### src/hdl/qsc_pkg.sv
// Package for the quadrature step counter: state, configuration and result
// types, the quarter-step transition table and the register index codes.
// Depends on nothing; used by qsc_step and quadrature_step_counter.
package qsc_pkg;

    localparam int COUNT_W = 32;

    // Configuration register indexes.
    localparam logic [2:0] CFG_INVERT_DIRECTION  = 3'd0;
    localparam logic [2:0] CFG_DOUBLE_RESOLUTION = 3'd1;
    localparam logic [2:0] CFG_BOUNDS_ENABLE     = 3'd2;
    localparam logic [2:0] CFG_LOWER_LIMIT       = 3'd3;
    localparam logic [2:0] CFG_UPPER_LIMIT       = 3'd4;

    // Quarter-step delta indexed by {old phase, new phase}.
    localparam logic signed [1:0] QUARTER_DELTA [16] = '{
         2'sd0, -2'sd1,  2'sd1,  2'sd0,
         2'sd1,  2'sd0,  2'sd0, -2'sd1,
        -2'sd1,  2'sd0,  2'sd0,  2'sd1,
         2'sd0,  2'sd1, -2'sd1,  2'sd0
    };

    typedef struct packed {
        logic                      invert;
        logic                      double_res;
        logic                      bounds_en;
        logic signed [COUNT_W-1:0] lower;
        logic signed [COUNT_W-1:0] upper;
    } t_cfg;

    typedef struct packed {
        logic                      synced;
        logic [1:0]                prev_phase;
        logic signed [3:0]         accum;
        logic signed [1:0]         last_sign;
        logic                      dir;
        logic signed [COUNT_W-1:0] net;
        logic [COUNT_W-1:0]        total;
    } t_state;

    typedef struct packed {
        logic signed [1:0]         step_event;
        logic signed [1:0]         boundary_hit;
        logic                      last_direction;
        logic signed [COUNT_W-1:0] net_count;
        logic [COUNT_W-1:0]        total_count;
    } t_result;

endpackage

### src/hdl/qsc_step.sv
// Next-state and result logic for one item of the quadrature step counter.
// Purely combinational; depends on qsc_pkg for types and the transition table.
module qsc_step
    import qsc_pkg::*;
(
    input  t_cfg       i_cfg,
    input  t_state     i_state,
    input  logic       i_func,
    input  logic [1:0] i_phase,
    output t_state     o_state,
    output t_result    o_result
);

    logic [3:0]                idx;
    logic signed [2:0]         tab;
    logic signed [2:0]         dq;
    logic                      both_change;
    logic signed [4:0]         sum;
    logic signed [4:0]         thr;
    logic                      up;
    logic                      dn;
    logic signed [4:0]         accum_adj;
    logic signed [COUNT_W:0]   p;
    logic                      reject;

    assign idx         = {i_state.prev_phase, i_phase};
    assign tab         = $signed({QUARTER_DELTA[idx][1], QUARTER_DELTA[idx]});
    assign both_change = ((i_state.prev_phase ^ i_phase) == 2'b11);

    always_comb begin
        if (tab != 3'sd0) begin
            dq = i_cfg.invert ? -tab : tab;
        end else if (both_change && i_state.last_sign != 2'sd0) begin
            // Missed quarter: count two quarters in the last direction seen.
            dq = $signed({i_state.last_sign, 1'b0});
        end else begin
            dq = 3'sd0;
        end
    end

    assign sum = $signed({i_state.accum[3], i_state.accum}) + $signed({{2{dq[2]}}, dq});
    assign thr = i_cfg.double_res ? 5'sd2 : 5'sd4;
    assign up  = (dq != 3'sd0) && (sum >= thr);
    assign dn  = (dq != 3'sd0) && (sum <= -thr);

    always_comb begin
        if (up) begin
            accum_adj = sum - thr;
        end else if (dn) begin
            accum_adj = sum + thr;
        end else begin
            accum_adj = sum;
        end
    end

    // The bound check uses the exact next value, one bit wider than the counter.
    assign p = $signed({i_state.net[COUNT_W-1], i_state.net})
             + (up ? (COUNT_W+1)'(1) : {(COUNT_W+1){1'b1}});
    assign reject = i_cfg.bounds_en && (up || dn)
                  && (p < $signed({i_cfg.lower[COUNT_W-1], i_cfg.lower})
                   || p > $signed({i_cfg.upper[COUNT_W-1], i_cfg.upper}));

    always_comb begin
        o_state               = i_state;
        o_result.step_event   = 2'sd0;
        o_result.boundary_hit = 2'sd0;
        if (i_func) begin
            o_state.net       = '0;
            o_state.total     = '0;
            o_state.accum     = 4'sd0;
            o_state.last_sign = 2'sd0;
            o_state.synced    = 1'b0;
        end else if (!i_state.synced) begin
            o_state.prev_phase = i_phase;
            o_state.synced     = 1'b1;
        end else begin
            o_state.prev_phase = i_phase;
            if (dq != 3'sd0) begin
                o_state.last_sign = dq[2] ? -2'sd1 : 2'sd1;
                o_state.accum     = accum_adj[3:0];
            end
            if (up || dn) begin
                o_state.dir = up;
                if (reject) begin
                    o_result.boundary_hit = up ? 2'sd1 : -2'sd1;
                    o_state.accum         = 4'sd0;
                end else begin
                    o_result.step_event = up ? 2'sd1 : -2'sd1;
                    o_state.net         = up ? i_state.net + COUNT_W'(1)
                                             : i_state.net - COUNT_W'(1);
                    o_state.total       = i_state.total + COUNT_W'(1);
                end
            end
        end
        o_result.last_direction = o_state.dir;
        o_result.net_count      = o_state.net;
        o_result.total_count    = o_state.total;
    end

endmodule

### src/hdl/quadrature_step_counter.sv
// Top level of the quadrature step counter: input register, counter state,
// configuration registers and result register. Depends on qsc_pkg, qsc_step.
//
//  Channel   Handshake            Payload
//  s (in)    i_s_tvalid/o_s_tready  tuser: func; tdata: pin_a, pin_b
//  m (out)   o_m_tvalid/i_m_tready  tdata: step_event .. total_count
//  cfg       i_cfg_we               i_cfg_addr, i_cfg_data
//
// One sample per clock while the output is not stalled: an accepted word sits in
// the input register, the step logic runs and its result lands in the output
// register.
// Synchronous active-low reset clears configuration, counters and valid flags.
// A stalled output holds its word and the input register takes one more word.
module quadrature_step_counter
    import qsc_pkg::*;
(
    input  logic        i_clk,
    input  logic        i_rst_n,
    input  logic        i_s_tvalid,
    output logic        o_s_tready,
    input  logic [7:0]  i_s_tdata,   // [0] pin_a, [1] pin_b, rest zero
    input  logic        i_s_tuser,   // [0] func
    output logic        o_m_tvalid,
    input  logic        i_m_tready,
    output logic [71:0] o_m_tdata,   // [1:0] step_event, [3:2] boundary_hit,
                                     // [4] last_direction, [36:5] net_count,
                                     // [68:37] total_count, rest zero
    input  logic        i_cfg_we,
    input  logic [2:0]  i_cfg_addr,
    input  logic [31:0] i_cfg_data
);

    t_cfg       r_cfg;
    t_state     r_state;
    t_state     n_state;
    t_result    n_result;
    t_result    r_out;
    logic       r_out_valid;
    logic       r_in_valid;
    logic       r_in_func;
    logic [1:0] r_in_phase;
    logic       move;
    logic       in_accept;

    assign move       = r_in_valid && (!r_out_valid || i_m_tready);
    assign o_s_tready = !r_in_valid || move;
    assign in_accept  = i_s_tvalid && o_s_tready;

    qsc_step u_step (
        .i_cfg    (r_cfg),
        .i_state  (r_state),
        .i_func   (r_in_func),
        .i_phase  (r_in_phase),
        .o_state  (n_state),
        .o_result (n_result)
    );

    always_ff @(posedge i_clk) begin
        if (!i_rst_n) begin
            r_cfg <= '0;
        end else if (i_cfg_we) begin
            case (i_cfg_addr)
                CFG_INVERT_DIRECTION:  r_cfg.invert     <= i_cfg_data[0];
                CFG_DOUBLE_RESOLUTION: r_cfg.double_res <= i_cfg_data[0];
                CFG_BOUNDS_ENABLE:     r_cfg.bounds_en  <= i_cfg_data[0];
                CFG_LOWER_LIMIT:       r_cfg.lower      <= $signed(i_cfg_data);
                CFG_UPPER_LIMIT:       r_cfg.upper      <= $signed(i_cfg_data);
                default: ;
            endcase
        end
    end

    always_ff @(posedge i_clk) begin
        if (!i_rst_n) begin
            r_in_valid  <= 1'b0;
            r_out_valid <= 1'b0;
            r_state     <= '0;
        end else begin
            if (in_accept) begin
                r_in_valid <= 1'b1;
            end else if (move) begin
                r_in_valid <= 1'b0;
            end
            if (move) begin
                r_out_valid <= 1'b1;
                r_state     <= n_state;
            end else if (i_m_tready) begin
                r_out_valid <= 1'b0;
            end
        end
    end

    always_ff @(posedge i_clk) begin
        if (in_accept) begin
            r_in_func  <= i_s_tuser;
            r_in_phase <= {i_s_tdata[0], i_s_tdata[1]};
        end
        if (move) begin
            r_out <= n_result;
        end
    end

    assign o_m_tvalid = r_out_valid;
    assign o_m_tdata  = {3'b000, r_out.total_count, r_out.net_count,
                         r_out.last_direction, r_out.boundary_hit, r_out.step_event};

    // A result never reports an accepted and a rejected detent together.
    a_step_or_hit: assert property (@(posedge i_clk) disable iff (!i_rst_n)
        r_out_valid |-> (r_out.step_event == 2'sd0 || r_out.boundary_hit == 2'sd0))
        else $error("step_event and boundary_hit both set");

    // A clear word leaves both counters at zero.
    a_clear_zero: assert property (@(posedge i_clk) disable iff (!i_rst_n)
        (move && r_in_func) |=> (r_state.net == '0 && r_state.total == '0))
        else $error("counters not cleared");

    // The total count advances by at most one per word.
    a_total_step: assert property (@(posedge i_clk) disable iff (!i_rst_n)
        (move && !r_in_func) |=> (r_state.total == $past(r_state.total)
                               || r_state.total == $past(r_state.total) + COUNT_W'(1)))
        else $error("total count jumped");

    // The quarter accumulator stays within five quarters of zero.
    a_accum_range: assert property (@(posedge i_clk) disable iff (!i_rst_n)
        (r_state.accum >= -4'sd5 && r_state.accum <= 4'sd5))
        else $error("quarter accumulator out of range");

    // The reported direction follows the accepted step.
    a_dir_follows_step: assert property (@(posedge i_clk) disable iff (!i_rst_n)
        (r_out_valid && r_out.step_event != 2'sd0)
            |-> (r_out.last_direction == (r_out.step_event == 2'sd1)))
        else $error("last_direction disagrees with step_event");

endmodule

### config.mk
export PLATFORM = sky130hd
export DESIGN_NAME = quadrature_step_counter
export DESIGN_NICKNAME = d
export VERILOG_FILES = /design/src/hdl/qsc_pkg.sv /design/src/hdl/qsc_step.sv /design/src/hdl/quadrature_step_counter.sv
export SDC_FILE = /design/constraint.sdc
export NUM_CORES = 1
export LEC_CHECK = 0
export ABC_AREA = 1
export BUFFER_PORTS_ARGS = -buffer_cell sky130_fd_sc_hd__buf_2
export CAP_MARGIN = 10
export CELL_PAD_IN_SITES_DETAIL_PLACEMENT = 1
export CELL_PAD_IN_SITES_GLOBAL_PLACEMENT = 2
export CORE_AREA = 2 2 197 238
export CTS_BUF_LIST = sky130_fd_sc_hd__clkbuf_2 sky130_fd_sc_hd__clkbuf_4 sky130_fd_sc_hd__clkbuf_8
export CTS_CLUSTER_SIZE = 10
export DETAILED_ROUTE_END_ITERATION = 10
export DIE_AREA = 0 0 199 240
export PLACE_DENSITY = 0.85
export SYNTH_ARGS = -nofsm -noshare
export SYNTH_HDL_FRONTEND = slang
export SYNTH_SLANG_ARGS = --single-unit
### constraint.sdc
create_clock -name i_clk -period 6.4 [get_ports i_clk]
set_input_delay 1.28 -clock i_clk [delete_from_list [all_inputs] [get_ports i_clk]]
set_output_delay 1.28 -clock i_clk [all_outputs]
set_load 0.1 [all_outputs]
==> metrics <==
status finished, violations left; failing checks setup timing; post-place setup slack -1170 ps; Synth-to-Final Area Change 38.8%; Yosys top cell by area dfxtp_1; worst skew pair latency around 590 ps; clock buffer depth 3; fraction of layout cells with a size suffix above 1 0.303; crit path time final between 7000 and 8000 ps; Final Util 0.412; crit-path max FO 8; critical path arrival 7640 ps; yosys warns 0; FF-to-FF path depth 49; critical path depth in cells 49; Clock Skew ~27 ps; measured slew at the worst slew-check pin approximately 1200 ps; Via density between 4 and 5; post-synth top area share 0.212; RSZ-0062 raised after global routing yes; top achievable clock speed approximately 0.14 GHz; DRC viols 0; ys flop type dfxtp_1; largest net degree at the start of global routing about 150; CP max stage delay between 400 and 500 ps; #FFs+latches synth between 200 and 250; Hold Path Class reg2reg; Setup WS post-layout -898 ps; Startpoint Class flop; unique cell type count in the Yosys netlist 44; CTS Buf Count 40; antenna viol nets, final 0; Worst VDD drop roughly 120 uV; core area 45500 um^2; DR pass1 iterations 5; Worst-path clk slew ~60 ps; TritonCTS clock tree built; syn avg cell area slightly above 7 um^2; Hold Path Depth 2; drt wl/cell between 15 and 20 um; Seq/Total Area, Yosys 0.372; DP Wirelength roughly 32000 um; via count about 14000; leakage dissipation between 8 and 9 nW; Post-Route WL 47000 um; Slowest-stage cell, CP fa_2; Starting Density 0.297; Total Power between 6 and 7 mW; fin. max-slew vios 0; port bufs around 110; Post-synth EDFFs just over 70; most frequent cell after synthesis nand2_1; Root Driver clkbuf_8; die span in x about 200 um; final hold violations 0; Worst Path Required 6740 ps; Mapped Area between 10000 and 15000 um^2; Fin Setup TNS -110540 ps; most frequent cells after synthesis nand2_1 (377), inv_1 (353), a21oi_1 (193), o21ai_0 (161), dfxtp_1 (143); Pwr per Cell Area 356 nW/um^2; CTS Hold Bufs 0; H-tree depth 2; antenna violations before repair 1; critical path class reg2reg; global-route wire length before repair about 72000 um; CTS Sinks between 200 and 250; Final GP Congestion just under 0.9; nets between 2000 and 2500; delay-heaviest family, CP simple AND/OR/NAND/NOR gates; Die Y-Extent approximately 240 um; Synth area leaders dfxtp_1 (21%), edfxtp_1 (16%), nand2_1 (10%), ha_1 (10%), inv_1 (9.8%); period utilization 1.14; Slew headroom 0.170; CP endpoint kind flop; most frequent CP cell nand2_1; Async SR Flop Fraction 0; full die area roughly 48000 um^2; DR iter-0 viols between 500 and 600; Site Rows 86; Boundary Pins between 100 and 150; GRT overflow 0; CP bufs+invs 13; gr usage total 0.190; setup violators final between 100 and 150; vias in the first global route ~14000; Cells after Synth ~1900; Max-cap violations 0
==> timing repair <==
action                                  in CTS  in global routing
gates cloned                                 7                  6
buffers inserted                            16                 17
endpoints found under the setup margin     136                136
pin swaps                                   26                 75
endpoints found under the hold margin        0                  0
resized for setup                          100                161
==> stage by stage <==
step | instance area [um^2] | instances | hold WS [ps]
detailed placement | 16400 | 2738 | 441
global route | 18800 | 2854 | 479
global placement | 16400 | 2738 | 437
finish | 18800 | 2856 | 452
floorplan | 13900 | 1883 | 424
CTS | 17900 | 2832 | 450
==> worst reg2reg max path, delay by kind of cell (launching register included) <==
kind	cells	cell delay, ps
DFF	1	410
xor gates and xnor gates	3	590
and+or+nand+nor	27	2590
adders and majority gates	6	1920
buffers and inverters	13	1540
==> worst paths after layout <==
check	start	to	slack [ps]
worst max register to register	r_in_phase[1]	o_m_tdata[39]	-900
worst min register to register	r_cfg[32]	r_cfg[32]	450
worst min-delay path	r_cfg[32]	r_cfg[32]	450
worst max-delay path	r_in_phase[1]	o_m_tdata[39]	-900
==> metal layers <==
metal | track usage | vias to the layer above | wire length (um)
met2 | 0.336 | 220 | 23400
met1 | 0.228 | 6631 | 20200
met4 | 0.0742 | 2 | 1760
met5 | 0 | - | 13
met3 | 0.0339 | 112 | 1520
li1 | - | 6782 | -
==> state kept, by name (all words and copies together) (netlist names) <==
register    count
r_in_valid      1
r_in_phase      2
o_m_tvalid      1
r_cfg          67
o_m_tdata      69
r_state        74
r_in_func       1
==> logic make-up after synthesis <==
logic type / Yosys count / synth area share
compound gates: 388 / 0.150
xor+xnor: 27 / 0.0175
fa+ha+maj: 116 / 0.110
buf+inv: 426 / 0.125
flops: 215 / 0.372
other cells: 1 / 0.000277
simple gates: 708 / 0.226
==> where the power goes <==
part | leakage, nW | switching [mW] | internal (mW)
clock | 0.414 | 0.618 | 0.709
sequential | 1.85 | 0.0503 | 1.49
combinational | 6.63 | 2.17 | 1.65
==> placed cells by master, fill, tap and decap left out, types with 6 or more instances in the layout <==
master / n
clkinv_1: 8
ha_1: 81
nand2_2: 44
buf_4: 207
a21oi_2: 39
inv_2: 32
nand4_1: 49
clkbuf_4: 7
clkinv_2: 8
buf_2: 113
xor2_1: 17
o21ai_0: 150
nand2_4: 13
inv_1: 323
o21ai_2: 8
xor2_2: 6
nor2_1: 93
nand2_1: 325
nand3_1: 89
nand3_2: 40
edfxtp_1: 72
nand2_8: 6
clkbuf_8: 47
dfxtp_1: 143
a21oi_1: 154
buf_12: 13
nor3_1: 11
a21o_1: 10
ha_4: 30
nor2_2: 16
==> final cells by class <==
cell class / count / area [um^2]
flip-flops and latches: 215 / 5020
inverters: 358 / 1360
clock inverters: 17 / 77.6
repair buffers: 349 / 2690
well taps: 616 / 771
fillers: 5557 / 26800
multi-input cells: 1245 / 8130
diodes: 2 / 5.00
clock buffers: 54 / 699
Note: power is estimated with default switching activity, not from simulation.
